$ cat src/hw/rtl/x86rmd_pkg.sv
package x86rmd_pkg;

    localparam int OFFSET_BITS_DEF = 16;
    localparam int QUEUE_DEPTH     = 4;
    localparam int NUM_BYTES       = 5;

    localparam logic [3:0] FC_NONE    = 4'd0;
    localparam logic [3:0] FC_IMM8    = 4'd1;
    localparam logic [3:0] FC_IMM16   = 4'd2;
    localparam logic [3:0] FC_REGREG  = 4'd3;
    localparam logic [3:0] FC_DISP8   = 4'd4;
    localparam logic [3:0] FC_DISP16  = 4'd5;
    localparam logic [3:0] FC_MEM     = 4'd6;
    localparam logic [3:0] FC_MRM_IMM = 4'd7;
    localparam logic [3:0] FC_REL16   = 4'd8;
    localparam logic [3:0] FC_FAR     = 4'd9;

    localparam logic [7:0] OP_TWO_BYTE = 8'h0f;
    localparam logic [7:0] OP_JMPF     = 8'hea;

    typedef struct packed {
        logic [2:0] len;
        logic [3:0] cls;
        logic       has2;
    } t_form;

    typedef struct packed {
        logic [15:0]                start;
        t_form                      form;
        logic                       fault;
        logic [NUM_BYTES-1:0][7:0]  bytes;
    } t_rec;

    function automatic t_form form_of(input logic [7:0] op, input logic [7:0] b1);
        t_form      f;
        logic [1:0] md;
        f.len  = 3'd0;
        f.cls  = FC_NONE;
        f.has2 = 1'b0;
        md     = b1[7:6];
        if ((op >= 8'h40 && op <= 8'h61) || op == 8'h06 || op == 8'h07 ||
            op == 8'h1e || op == 8'h1f || op == 8'h66 || op == 8'ha4 ||
            op == 8'haa || op == 8'hc3 || op == 8'hf3 || (op >= 8'hfa && op <= 8'hfd)) begin
            f.len = 3'd1;
        end else if ((op >= 8'h74 && op <= 8'h7f) || (op >= 8'hb0 && op <= 8'hb7) ||
                     op == 8'h24 || op == 8'h3c || op == 8'he3 || op == 8'he4 ||
                     op == 8'he6) begin
            f.len = 3'd2;
            f.cls = FC_IMM8;
        end else if (op >= 8'hb8 && op <= 8'hbf) begin
            f.len = 3'd3;
            f.cls = FC_IMM16;
        end else if (op == 8'he8 || op == 8'he9) begin
            f.len = 3'd3;
            f.cls = FC_REL16;
        end else if (op == OP_JMPF) begin
            f.len = 3'd5;
            f.cls = FC_FAR;
        end else begin
            f.has2 = 1'b1;
            case (op)
                OP_TWO_BYTE: begin
                    if (b1 == 8'h84 || b1 == 8'h85) begin
                        f.len = 3'd4;
                        f.cls = FC_REL16;
                    end
                end
                8'h31, 8'h84: begin
                    if (md == 2'b11) begin
                        f.len = 3'd2;
                        f.cls = FC_REGREG;
                    end
                end
                8'h80: begin
                    if ((b1 & 8'hf8) == 8'h00) begin
                        f.len = 3'd3;
                        f.cls = FC_MRM_IMM;
                    end
                end
                8'h83: begin
                    if ((b1 & 8'hf8) == 8'hc0) begin
                        f.len = 3'd3;
                        f.cls = FC_MRM_IMM;
                    end
                end
                8'h88, 8'h89: begin
                    if ((op == 8'h88 && md == 2'b01) ||
                        (op == 8'h89 && (b1 & 8'hc7) == 8'h46)) begin
                        f.len = 3'd3;
                        f.cls = FC_DISP8;
                    end else if (md == 2'b11) begin
                        f.len = 3'd2;
                        f.cls = FC_REGREG;
                    end
                end
                8'h8a: begin
                    if ((b1 & 8'hc7) == 8'h06) begin
                        f.len = 3'd4;
                        f.cls = FC_DISP16;
                    end else if (md == 2'b00) begin
                        f.len = 3'd2;
                        f.cls = FC_MEM;
                    end else if ((b1 & 8'hc7) == 8'h46) begin
                        f.len = 3'd3;
                        f.cls = FC_DISP8;
                    end
                end
                8'h8b, 8'h8d: begin
                    if ((b1 & 8'hc7) == 8'h46) begin
                        f.len = 3'd3;
                        f.cls = FC_DISP8;
                    end
                end
                8'h8c: begin
                    if ((b1 & 8'hf8) == 8'hc8) begin
                        f.len = 3'd2;
                        f.cls = FC_REGREG;
                    end
                end
                8'h8e: begin
                    if (b1 == 8'h5e) begin
                        f.len = 3'd3;
                        f.cls = FC_DISP8;
                    end
                end
                8'hc4, 8'hc5: begin
                    if (md == 2'b01) begin
                        f.len = 3'd3;
                        f.cls = FC_DISP8;
                    end
                end
                default: begin
                end
            endcase
        end
        return f;
    endfunction

endpackage

$ cat src/hw/rtl/x86rmd_front.sv
module x86rmd_front #(
    parameter int OFFSET_BITS = x86rmd_pkg::OFFSET_BITS_DEF
) (
    input  logic              i_clk,
    input  logic              i_rst_n,
    input  logic              i_accept,
    input  logic [7:0]        i_code_byte,
    output logic              o_push,
    output x86rmd_pkg::t_rec  o_rec
);
    import x86rmd_pkg::*;

    logic [OFFSET_BITS-1:0]     r_offset, n_offset;
    logic [OFFSET_BITS-1:0]     r_start, n_start;
    logic [2:0]                 r_held, n_held;
    t_form                      r_form, n_form;
    logic                       r_halted, n_halted;
    logic [NUM_BYTES-1:0][7:0]  r_bytes, n_bytes;

    logic [OFFSET_BITS-1:0]     start;
    logic [2:0]                 held_new;
    t_form                      f1, f2;

    always_comb begin
        n_offset = r_offset;
        n_start  = r_start;
        n_held   = r_held;
        n_form   = r_form;
        n_halted = r_halted;
        n_bytes  = r_bytes;
        o_push   = 1'b0;

        held_new = r_held + 3'd1;
        start    = (r_held == 3'd0) ? r_offset : r_start;
        f1       = form_of(i_code_byte, 8'h00);
        f2       = form_of(r_bytes[0], i_code_byte);

        if (i_accept && !r_halted) begin
            n_offset         = r_offset + OFFSET_BITS'(1);
            n_start          = start;
            n_bytes[r_held]  = i_code_byte;
        end

        o_rec.start = 16'(start);
        o_rec.form  = r_form;
        o_rec.fault = 1'b0;
        o_rec.bytes = n_bytes;

        if (i_accept && !r_halted) begin
            if (r_held == 3'd0) begin
                if (f1.len == 3'd1) begin
                    o_push          = 1'b1;
                    o_rec.form      = f1;
                    o_rec.form.has2 = 1'b0;
                    n_held          = 3'd0;
                end else begin
                    n_held = 3'd1;
                end
            end else if (r_held == 3'd1) begin
                if (f2.len == 3'd0) begin
                    o_push         = 1'b1;
                    o_rec.form.len = 3'd2;
                    o_rec.form.cls = FC_NONE;
                    o_rec.form.has2 = 1'b0;
                    o_rec.fault    = 1'b1;
                    n_halted       = 1'b1;
                    n_held         = 3'd0;
                end else if (f2.len <= 3'd2) begin
                    o_push     = 1'b1;
                    o_rec.form = f2;
                    n_held     = 3'd0;
                end else begin
                    n_form = f2;
                    n_held = 3'd2;
                end
            end else begin
                if (held_new >= r_form.len || held_new >= 3'(NUM_BYTES)) begin
                    o_push = 1'b1;
                    n_held = 3'd0;
                end else begin
                    n_held = held_new;
                end
            end
        end
    end

    always_ff @(posedge i_clk) begin
        if (!i_rst_n) begin
            r_offset <= '0;
            r_start  <= '0;
            r_held   <= 3'd0;
            r_form   <= '0;
            r_halted <= 1'b0;
        end else begin
            r_offset <= n_offset;
            r_start  <= n_start;
            r_held   <= n_held;
            r_form   <= n_form;
            r_halted <= n_halted;
        end
    end

    always_ff @(posedge i_clk) begin
        r_bytes <= n_bytes;
    end

endmodule

$ cat src/hw/rtl/x86rmd_queue.sv
module x86rmd_queue (
    input  logic              i_clk,
    input  logic              i_rst_n,
    input  logic              i_push,
    input  x86rmd_pkg::t_rec  i_rec,
    input  logic              i_pop,
    output logic              o_full,
    output logic              o_empty,
    output x86rmd_pkg::t_rec  o_rec
);
    import x86rmd_pkg::*;

    localparam int PTR_BITS = $clog2(QUEUE_DEPTH);
    localparam int CNT_BITS = $clog2(QUEUE_DEPTH + 1);

    t_rec                r_mem [QUEUE_DEPTH];
    logic [PTR_BITS-1:0] r_wptr, n_wptr;
    logic [PTR_BITS-1:0] r_rptr, n_rptr;
    logic [CNT_BITS-1:0] r_count, n_count;
    logic                do_push, do_pop;

    assign o_full  = (r_count == CNT_BITS'(QUEUE_DEPTH));
    assign o_empty = (r_count == '0);
    assign o_rec   = r_mem[r_rptr];
    assign do_push = i_push && !o_full;
    assign do_pop  = i_pop && !o_empty;

    always_comb begin
        n_wptr  = r_wptr;
        n_rptr  = r_rptr;
        n_count = r_count;
        if (do_push) begin
            n_wptr = (r_wptr == PTR_BITS'(QUEUE_DEPTH - 1)) ? '0 : r_wptr + PTR_BITS'(1);
        end
        if (do_pop) begin
            n_rptr = (r_rptr == PTR_BITS'(QUEUE_DEPTH - 1)) ? '0 : r_rptr + PTR_BITS'(1);
        end
        if (do_push && !do_pop) begin
            n_count = r_count + CNT_BITS'(1);
        end else if (do_pop && !do_push) begin
            n_count = r_count - CNT_BITS'(1);
        end
    end

    always_ff @(posedge i_clk) begin
        if (!i_rst_n) begin
            r_wptr  <= '0;
            r_rptr  <= '0;
            r_count <= '0;
        end else begin
            r_wptr  <= n_wptr;
            r_rptr  <= n_rptr;
            r_count <= n_count;
        end
    end

    always_ff @(posedge i_clk) begin
        if (do_push) begin
            r_mem[r_wptr] <= i_rec;
        end
    end

endmodule

$ cat src/hw/rtl/x86rmd_back.sv
module x86rmd_back (
    input  logic              i_clk,
    input  logic              i_rst_n,
    input  logic              i_empty,
    input  x86rmd_pkg::t_rec  i_rec,
    output logic              o_pop,
    input  logic              i_out_stall,
    output logic              o_out_valid,
    output logic [15:0]       o_start_offset,
    output logic [2:0]        o_instr_length,
    output logic [7:0]        o_opcode_byte,
    output logic [7:0]        o_second_byte,
    output logic [3:0]        o_form_class,
    output logic [15:0]       o_operand_value,
    output logic [15:0]       o_segment_value,
    output logic              o_fault
);
    import x86rmd_pkg::*;

    logic        r_valid;
    logic [15:0] r_start;
    logic [2:0]  r_len;
    logic [7:0]  r_op, r_second;
    logic [3:0]  r_cls;
    logic [15:0] r_operand, r_segment;
    logic        r_fault;

    logic [15:0] operand, segment;
    logic [7:0]  second;
    logic [3:0]  cls;

    assign o_pop = !i_empty && (!r_valid || !i_out_stall);

    always_comb begin
        operand = 16'h0000;
        segment = 16'h0000;
        if (!i_rec.fault) begin
            if (i_rec.form.has2) begin
                if (i_rec.form.len == 3'd3) begin
                    operand = {8'h00, i_rec.bytes[2]};
                end else if (i_rec.form.len >= 3'd4) begin
                    operand = {i_rec.bytes[3], i_rec.bytes[2]};
                end
            end else begin
                if (i_rec.form.len == 3'd2) begin
                    operand = {8'h00, i_rec.bytes[1]};
                end else if (i_rec.form.len >= 3'd3) begin
                    operand = {i_rec.bytes[2], i_rec.bytes[1]};
                end
            end
            if (i_rec.form.cls == FC_FAR) begin
                segment = {i_rec.bytes[4], i_rec.bytes[3]};
            end
        end
        second = (i_rec.form.has2 || i_rec.fault) ? i_rec.bytes[1] : 8'h00;
        cls    = i_rec.fault ? FC_NONE : i_rec.form.cls;
    end

    always_ff @(posedge i_clk) begin
        if (!i_rst_n) begin
            r_valid <= 1'b0;
        end else if (o_pop) begin
            r_valid <= 1'b1;
        end else if (!i_out_stall) begin
            r_valid <= 1'b0;
        end
    end

    always_ff @(posedge i_clk) begin
        if (o_pop) begin
            r_start   <= i_rec.start;
            r_len     <= i_rec.form.len;
            r_op      <= i_rec.bytes[0];
            r_second  <= second;
            r_cls     <= cls;
            r_operand <= operand;
            r_segment <= segment;
            r_fault   <= i_rec.fault;
        end
    end

    assign o_out_valid     = r_valid;
    assign o_start_offset  = r_start;
    assign o_instr_length  = r_len;
    assign o_opcode_byte   = r_op;
    assign o_second_byte   = r_second;
    assign o_form_class    = r_cls;
    assign o_operand_value = r_operand;
    assign o_segment_value = r_segment;
    assign o_fault         = r_fault;

endmodule

$ cat src/hw/rtl/x86_real_mode_instruction_decoder.sv
// A word enters the queue on its last code byte, then the output register on a pop.
// Throughput: one code byte per cycle; the front stalls only when the four-word
//   queue to the output stage is full.
// Reset: synchronous, active low; clears offsets, byte count, halt flag, queue
//   and output valid. After a fault word the decoder takes bytes and drops them.
module x86_real_mode_instruction_decoder #(
    parameter int OFFSET_BITS = x86rmd_pkg::OFFSET_BITS_DEF
) (
    input  logic        i_clk,
    input  logic        i_rst_n,
    input  logic        i_in_valid,
    output logic        o_in_stall,
    input  logic [7:0]  i_code_byte,
    output logic        o_out_valid,
    input  logic        i_out_stall,
    output logic [15:0] o_start_offset,
    output logic [2:0]  o_instr_length,
    output logic [7:0]  o_opcode_byte,
    output logic [7:0]  o_second_byte,
    output logic [3:0]  o_form_class,
    output logic [15:0] o_operand_value,
    output logic [15:0] o_segment_value,
    output logic        o_fault
);
    import x86rmd_pkg::*;

    logic full, empty, push, pop, accept;
    t_rec front_rec, head_rec;

    assign o_in_stall = full;
    assign accept     = i_in_valid && !full;

    x86rmd_front #(
        .OFFSET_BITS(OFFSET_BITS)
    ) u_front (
        .i_clk       (i_clk),
        .i_rst_n     (i_rst_n),
        .i_accept    (accept),
        .i_code_byte (i_code_byte),
        .o_push      (push),
        .o_rec       (front_rec)
    );

    x86rmd_queue u_queue (
        .i_clk   (i_clk),
        .i_rst_n (i_rst_n),
        .i_push  (push),
        .i_rec   (front_rec),
        .i_pop   (pop),
        .o_full  (full),
        .o_empty (empty),
        .o_rec   (head_rec)
    );

    x86rmd_back u_back (
        .i_clk           (i_clk),
        .i_rst_n         (i_rst_n),
        .i_empty         (empty),
        .i_rec           (head_rec),
        .o_pop           (pop),
        .i_out_stall     (i_out_stall),
        .o_out_valid     (o_out_valid),
        .o_start_offset  (o_start_offset),
        .o_instr_length  (o_instr_length),
        .o_opcode_byte   (o_opcode_byte),
        .o_second_byte   (o_second_byte),
        .o_form_class    (o_form_class),
        .o_operand_value (o_operand_value),
        .o_segment_value (o_segment_value),
        .o_fault         (o_fault)
    );

endmodule

$ cat config.mk
export PLATFORM = sky130hd
export DESIGN_NAME = x86_real_mode_instruction_decoder
export DESIGN_NICKNAME = d
export VERILOG_FILES = /design/src/hw/rtl/x86rmd_pkg.sv /design/src/hw/rtl/x86rmd_front.sv /design/src/hw/rtl/x86rmd_queue.sv /design/src/hw/rtl/x86rmd_back.sv /design/src/hw/rtl/x86_real_mode_instruction_decoder.sv
export SDC_FILE = /design/constraint.sdc
export NUM_CORES = 1
export LEC_CHECK = 0
export BUFFER_PORTS_ARGS = -buffer_cell sky130_fd_sc_hd__buf_2
export CAP_MARGIN = 20
export CELL_PAD_IN_SITES_DETAIL_PLACEMENT = 2
export CELL_PAD_IN_SITES_GLOBAL_PLACEMENT = 2
export CORE_AREA = 2 2 205 207
export CTS_CLUSTER_DIAMETER = 50
export CTS_CLUSTER_SIZE = 30
export DETAILED_ROUTE_END_ITERATION = 7
export DIE_AREA = 0 0 207 209
export PLACE_DENSITY = 0.83
export SKIP_CTS_REPAIR_TIMING = 1
export SLEW_MARGIN = 20
export SYNTH_ARGS = -nofsm -noshare
export SYNTH_HDL_FRONTEND = slang
export SYNTH_HIERARCHICAL = 1
export SYNTH_SLANG_ARGS = --single-unit
$ cat constraint.sdc
create_clock -name i_clk -period 12.75 [get_ports i_clk]
set_input_delay 0 -clock i_clk [delete_from_list [all_inputs] [get_ports i_clk]]
set_output_delay 0 -clock i_clk [all_outputs]
set_load 0.02 [all_outputs]
==> impl_metrics.csv, run 1 <==
group,metric,value,unit
placed_design,place_congestion,0.8417,
cells_and_area,area_growth,12.57,%
synth,synth_top_area_share,0.5824,
cells_and_area,layout_commonest_cell,"edfxtp_1",
critical_path,arrival,5.13,ns
cells_and_area,final_cell_mix,"edfxtp_1 (332), dfxtp_1 (92), nor2_1 (87), buf_2 (85), mux4_2 (65)",
sta,tightest_slew,1.083,ns
sta,fin_tns_setup,0,ns
run_status,status,"completed",
sta,hold_viol_final,0,
detailed_routing,wl_per_cell,26.97,um
detailed_routing,num_vias,9634,
die,die_w,207,um
detailed_routing,vias_per_cell,5.707,
cells_and_area,drive_gt1_frac,0.2768,
detailed_routing,drt_iter0_markers,676,
synth,yosys.area_share.simple,0.09136,
detailed_routing,drtAntennaViolNets,0,
synth,synthTopCellsByArea,"edfxtp_1 (58%), dfxtp_1 (11%), mux4_2 (8.6%), mux2_2 (3.7%), nor2_1 (1.9%)",
synth,synth_top_area_cell,"edfxtp_1",
pwr,p_leak,0.006654,uW
synth,syn_inst,1044,
cells_and_area,antenna_cells,0,
synth,synth_xor_xnor_area_share,0.01023,
pwr,p_int,2860,uW
sta,fin_crit_sh,0.3664,
sta,setup_violations,0,
flow_run,cap_violations,0,
global_route,grt_pass1_wl,69.44,mm
die,start_util,0.4146,
synth,ys_warn_count,6,
cells_and_area,final_core_util,0.4667,
critical_path,critPathMaxFanout,19,
pwr,p_clk_frac,0.279,
global_route,antenna_found_initial,1,
critical_path,criticalPathCategory,"reg2reg",
synth,synth_edf_count,332,
sta,drv_slew,0,
global_route,grt_max_degree,66,
detailed_routing,totalWireLength,45.52,mm
die,fp.dieArea,0.04326,sq mm
synth,muxShareOfSynthArea,0.1247,
clock_network,cts_buffers,38,
synth,synth-main-ff-cell,"edfxtp_1",
pwr,comb_power_share,0.256,
clock_network,cts_sinks,426,
synth,ys_ff_latch,426,
clock_network,cts-root-buf,"clkbuf_16",
synth,synth_top_family_by_area,"multiplexers",
cells_and_area,nets,1148,
global_route,grt_pass1_vias,10739,
critical_path,rrSetupSlack,8.08,ns
global_route,overflow,0,
critical_path,end_kind,"flip-flop",
synth,synth-adder-area-share,0.01140,
detailed_routing,dr.pass1.iters,6,
pwr,switching_share,0.3383,
synth,synthArstFlopShare,0,
die,fp.dieH,209,um
synth,synth_cell_types,80,
synth,synth_compound_area_frac,0.03844,
sta,finClkSkew,0.02216,ns
clock_network,h-tree-depth,2,
detailed_routing,drc,0,
die,core,0.04129,sq mm
cells_and_area,fillers,3856,
clock_network,cts_tree,"yes",
critical_path,critPathRequiredTime,13.20,ns
sta,finalCriticalPeriod,4.672,ns
pwr,p_per_area,224.3,mW/mm^2
synth,ys_seq_area_frac,0.6923,
synth,syn_avg_cell_area,16.40,sq um
global_route,grt_use_total,0.2122,
pwr,p_sw,1462,uW
synth,syn_nets,1071,
die,fp-row-count,75,
synth,netlist_area,0.01712,sq mm
critical_path,start_kind,"flip-flop",
clock_network,cts.reportedPaths.clkPinSlew,0.08,ns
sta,fmax,0.2140,GHz
die,ios,86,
placed_design,io_buffer_count,85,
pwr,pwr-share-seq,0.465,
placed_design,dpl.hpwl,29.23,mm
clock_network,clk_latency,0.55,ns
pwr,ir_drop,0.08653,mV
hold_path,hp-class,"in2reg",
clock_network,cts_buffer_depth,3,
sta,slew_headroom,0.2781,
sta,rsz0062_at_grt,"false",
-- layer usage --
layer	track usage	up-vias	wire length, um
met5	0	-	13
met4	0.08177	2	1598
met3	0.03201	104	2093
met2	0.3718	299	23720
met1	0.2658	5057	18090
li1	-	4172	-
-- state kept, by name, indices dropped and copies added (netlist names), 16 cells and up, named ones only --
| name | flops |
|---|---|
| u_front/r_start | 16 |
| u_back/o_start_offset | 16 |
| u_back/o_segment_value | 16 |
| u_front/r_bytes | 40 |
| u_back/o_operand_value | 16 |
| u_queue/r_mem | 260 |
| u_front/r_offset | 16 |
-- power by group through the flow --
stage               registers, uW  clock network [uW]  logic, uW
floorplan                    2100                   0        690
finish                       2010                1200       1110
CTS                          2020                1220       1120
global placement             2000                   0       1030
detailed placement           2040                   0       1110
global route                 2040                1270       1190
-- path summary, 6_finish.rpt --
kind                 startpoint                   to  depth (start not counted)
max          u_front/r_bytes[3]   u_queue/r_count[2]                         13
min              i_code_byte[4]  u_front/r_bytes[12]                          2
max reg2reg  u_front/r_bytes[3]   u_queue/r_count[2]                         13
min reg2reg  u_front/r_start[8]   u_front/r_start[8]                          2
-- per-stage QoR --
stage | total power [uW] | area [sq um] | std cells | hold slack (ns) | setup slack [ns]
after floorplan | 2791 | 17120 | 1044 | 0.1177 | 6.777
after global placement | 3034 | 17930 | 1617 | 0.3125 | 8.329
after detailed placement | 3146 | 17930 | 1617 | 0.3260 | 8.148
after CTS | 4361 | 19240 | 1685 | -0.2248 | 8.049
after global routing | 4502 | 19270 | 1688 | 0.09498 | 7.581
final | 4322 | 19270 | 1688 | 0.09460 | 8.078
-- cell usage after synthesis (5+ instances only) --
master     instances
nor3_2             9
buf_12             6
and2_1             8
o21ai_0           10
xor2_1            14
mux2_2            56
nand3b_1          11
a32o_1             8
nand3_1           19
clkbuf_1          24
nand4_1            8
ha_1              14
nor2_1            88
edfxtp_1         332
o2bb2ai_1          5
o21ai_1            5
buf_2             24
o32ai_1            8
nor4_1             5
dfxtp_1           94
or3_1              6
nand2_1           26
buf_6              5
nand2b_1           8
inv_1             37
mux4_2            65
nor3_1            36
nor2b_1           11
xnor2_1            6
a21oi_1           10
-- worst max-delay path: stages, from the launching register on --
cell,delay (ns)
dfxtp_1,0.89
nor2_1,0.27
o211a_1,0.25
o21ai_0,0.28
o211ai_2,0.25
o21ba_1,0.47
nor3_1,0.26
nor2b_1,0.49
ha_1,0.29
inv_1,0.08
fa_1,0.39
xor2_1,0.19
or3_1,0.30
a21boi_0,0.17
-- kinds of logic (layout without fill, tap and decap cells) --
| kind of cell | after synthesis | count (layout) |
|---|---|---|
| AO/OA/AOI/OAI | 83 | 83 |
| XOR/XNOR | 20 | 20 |
| adder cells (fa/ha/maj) | 15 | 15 |
| buffers and inverters | 99 | 204 |
| flip-flops | 426 | 426 |
| multiplexers | 125 | 125 |
| AND/OR/NAND/NOR | 276 | 276 |
-- layout make-up --
cell class | instances | area, sq um | area share
Clock inverter | 29 | 345.3 | 0.01792
Sequential cell | 426 | 11860 | 0.6152
Clock buffer | 39 | 964.7 | 0.05006
Multi-Input combinational cell | 519 | 4757 | 0.2469
Inverter | 38 | 142.6 | 0.007402
Timing Repair Buffer | 98 | 530.5 | 0.02753
Tap cell | 539 | 674.4 | 0.03500
Note: power is estimated with default switching activity, not from simulation.
==> run 2: changes to the inputs <==
ABC_AREA = 1   (was not set)
CORE_AREA = 2 2 212 214   (was 2 2 205 207)
DIE_AREA = 0 0 214 216   (was 0 0 207 209)
PLACE_DENSITY = 0.88   (was 0.83)
clock period = 4.4 ns   (was 12.75 ns; I/O delays follow)
==> impl_metrics.csv, run 2 <==
group,metric,value,unit
critical_path,crit_buf_inv,5,
die,die_w,214,um
critical_path,max_stage_delay,0.55,ns
critical_path,cp_common_cell,"nand2_1",
critical_path,cpLargestDelayFamily,"simple AND/OR/NAND/NOR gates",
cells_and_area,nets,1713,
global_route,grt_use_total,0.2625,
detailed_routing,wl_per_cell,26.27,um
placed_design,dp_slack,0.6225,ns
sta,fin_crit_sh,0.9046,
critical_path,crit_path_cell_trace,"inv_1 -> ha_1 -> nand2_2 -> inv_2 -> nand2_1 -> nand2_1 -> a31oi_1 -> nand2_1 -> inv_1 -> ha_1 -> inv_1 -> fa_1 -> inv_1 -> nand2_1 -> nand4_1 -> nand2_1 -> nor2_1",
synth,synthTopCellsByArea,"edfxtp_1 (56%), dfxtp_1 (11%), nor2_1 (5.5%), o21ai_0 (5.4%), nand2_1 (4.0%)",
sta,fin_tns_setup,0,ns
synth,synth_top_area_share,0.5584,
clock_network,h-tree-depth,2,
synth,ys_seq_area_frac,0.6638,
global_route,met1_usage,0.3248,
critical_path,critPathSlowestCell,"dfxtp_1",
detailed_routing,drtAntennaViolNets,0,
placed_design,dpl.hpwl,36.76,mm
critical_path,criticalPathCategory,"reg2reg",
synth,synth_compound_area_frac,0.1165,
sta,finClkSkew,0.03373,ns
die,start_util,0.4073,
clock_network,cts_buffer_depth,3,
cells_and_area,area_growth,14.00,%
synth,synth_edf_count,332,
synth,synth_cell_types,48,
placed_design,placed_area,0.01879,sq mm
synth,muxShareOfSynthArea,0,
global_route,overflow,0,
synth,syn_inst,1607,
detailed_routing,totalWireLength,60.70,mm
synth,synthArstFlopShare,0,
synth,synth_most_common_cell,"edfxtp_1",
die,fp-row-count,77,
die,ios,86,
clock_network,cts_buffers,41,
critical_path,critPathMaxFanout,32,
pwr,p_leak,0.007535,uW
clock_network,cts_sinks,426,
critical_path,arrival,4.47,ns
sta,drv_slew,0,
clock_network,cts.reportedPaths.clkPinSlew,0.07,ns
global_route,grt_pass1_wl,92.36,mm
cells_and_area,largest_reg_flops,260,
global_route,grt_max_degree,85,
sta,setup_ws,0.4200,ns
sta,rsz0062_at_grt,"false",
cells_and_area,antenna_cells,0,
clock_network,clk_latency,0.57,ns
cells_and_area,drive_gt1_frac,0.1704,
detailed_routing,drc,0,
synth,synth-adder-area-share,0.01093,
cells_and_area,largest_register,"u_queue/r_mem",
cells_and_area,layout_commonest_cell,"edfxtp_1",
sta,holdWs,0.08689,ns
cells_and_area,final_area,0.02035,sq mm
clock_network,cts-root-buf,"clkbuf_16",
detailed_routing,drt_iter0_markers,797,
clock_network,cts_tree,"yes",
synth,synth_top_family_by_area,"simple AND/OR/NAND/NOR gates",
critical_path,critPathRequiredTime,4.89,ns
detailed_routing,num_vias,12859,
hold_path,hp-class,"in2reg",
global_route,grt-busiest-layer,"met2",
die,core,0.04384,sq mm
detailed_routing,dr.pass1.iters,5,
critical_path,end_kind,"flip-flop",
synth,ys_top_cells_by_count,"edfxtp_1 (332), nor2_1 (261), o21ai_0 (193), nand2_1 (189), inv_1 (124)",
synth,ys_warn_count,6,
synth,syn_avg_cell_area,11.11,sq um
global_route,gr-usage-met2,0.4719,
die,fp.dieArea,0.04622,sq mm
synth,yosys.area_share.simple,0.1536,
detailed_routing,vias_per_cell,5.564,
global_route,met3_usage,0.03495,
synth,synth_xor_xnor_area_share,0.0009811,
synth,ys_ff_latch,426,
synth,synth_top_area_cell,"edfxtp_1",
placed_design,io_buffer_count,85,
synth,syn_nets,1634,
pwr,ir_drop,0.3192,mV
sta,setup_violations,0,
cells_and_area,top_regs,"u_queue/r_mem x260, u_front/r_bytes x40",
sta,tightest_slew,1.028,ns
sta,slew_headroom,0.3103,
sta,fmax,0.2513,GHz
global_route,grt_pass1_vias,14397,
synth,netlist_area,0.01785,sq mm
die,fp.dieH,216,um
sta,finalCriticalPeriod,3.980,ns
critical_path,start_kind,"flip-flop",
synth,synth-main-ff-cell,"edfxtp_1",
pwr,p_per_area,695.1,mW/mm^2
sta,hold_viol_final,0,
global_route,antenna_found_initial,3,
run_status,status,"completed",
cells_and_area,final_cell_mix,"edfxtp_1 (332), nor2_1 (257), o21ai_0 (193), nand2_1 (189), inv_1 (124)",
flow_run,cap_violations,0,
placed_design,place_congestion,0.8367,
-- run 2: changes by cell type after synthesis, sizes merged, moves of 56 or more --
cell,previous run,this run
o21ai,16,240
nor2,88,307
nand2,26,199
inv,37,144
mux4,65,0
o22ai,2,66
mux2,56,0
-- run 2: area by class of cell --
class	count	area, sq um
clock buffer	47	1132
timing repair buffer	101	588.1
clock inverter	29	407.9
multi-input combinational	971	5077
inverter	145	549.3
tap	592	740.7
fill	4431	23480
sequential	426	11860
-- run 2: power by group --
group          internal [uW]  switching (uW)  leakage, uW
registers               5380             378      0.00385
logic                   1020            3330      0.00294
clock network           2240            1800     0.000749
-- run 2: final timing paths --
| kind | startpoint | to | slack (ns) | depth (start not counted) |
|---|---|---|---|---|
| worst min-delay path | i_code_byte[7] | u_front/r_form[1] | 0.09 | 5 |
| worst min register to register | u_front/r_form[7] | u_front/r_form[7] | 0.49 | 2 |
| worst max-delay path | u_front/r_held[0] | u_queue/r_count[2] | 0.42 | 17 |
| worst max register to register | u_front/r_held[0] | u_queue/r_count[2] | 0.42 | 17 |
-- run 2: logic make-up (layout without fill, tap and decap cells) --
logic type / after synthesis / after routing
buffers and inverters: 210 / 322
AND/OR/NAND/NOR: 592 / 592
flip-flops: 426 / 426
AO/OA/AOI/OAI: 362 / 362
XOR/XNOR: 2 / 2
adder cells (fa/ha/maj): 15 / 15
-- run 2: stage by stage --
step           power [uW]  utilization  std cells
6_report            14150       0.4643       2311
5_1_grt             14730       0.4643       2311
4_1_cts             14230       0.4638       2309
3_5_place_dp        10000       0.4287       2233
3_3_place_gp         9576       0.4287       2233
2_1_floorplan        8508            -       1607
-- run 2: routing by layer --
layer	part of all wire	vias to the layer above
met5	0	-
met4	0.031	0
met3	0.043	124
met2	0.51	336
met1	0.41	6674
li1	-	5725
-- run 2: worst reg2reg max path, stage by stage (launching register included) --
cell and delay (ns):
dfxtp_1 0.55, inv_1 0.22, ha_1 0.27, nand2_2 0.47
inv_2 0.23, nand2_1 0.14, nand2_1 0.18, a31oi_1 0.33
nand2_1 0.37, inv_1 0.15, ha_1 0.18, inv_1 0.06
fa_1 0.37, inv_1 0.06, nand2_1 0.06, nand4_1 0.11
nand2_1 0.07, nor2_1 0.10
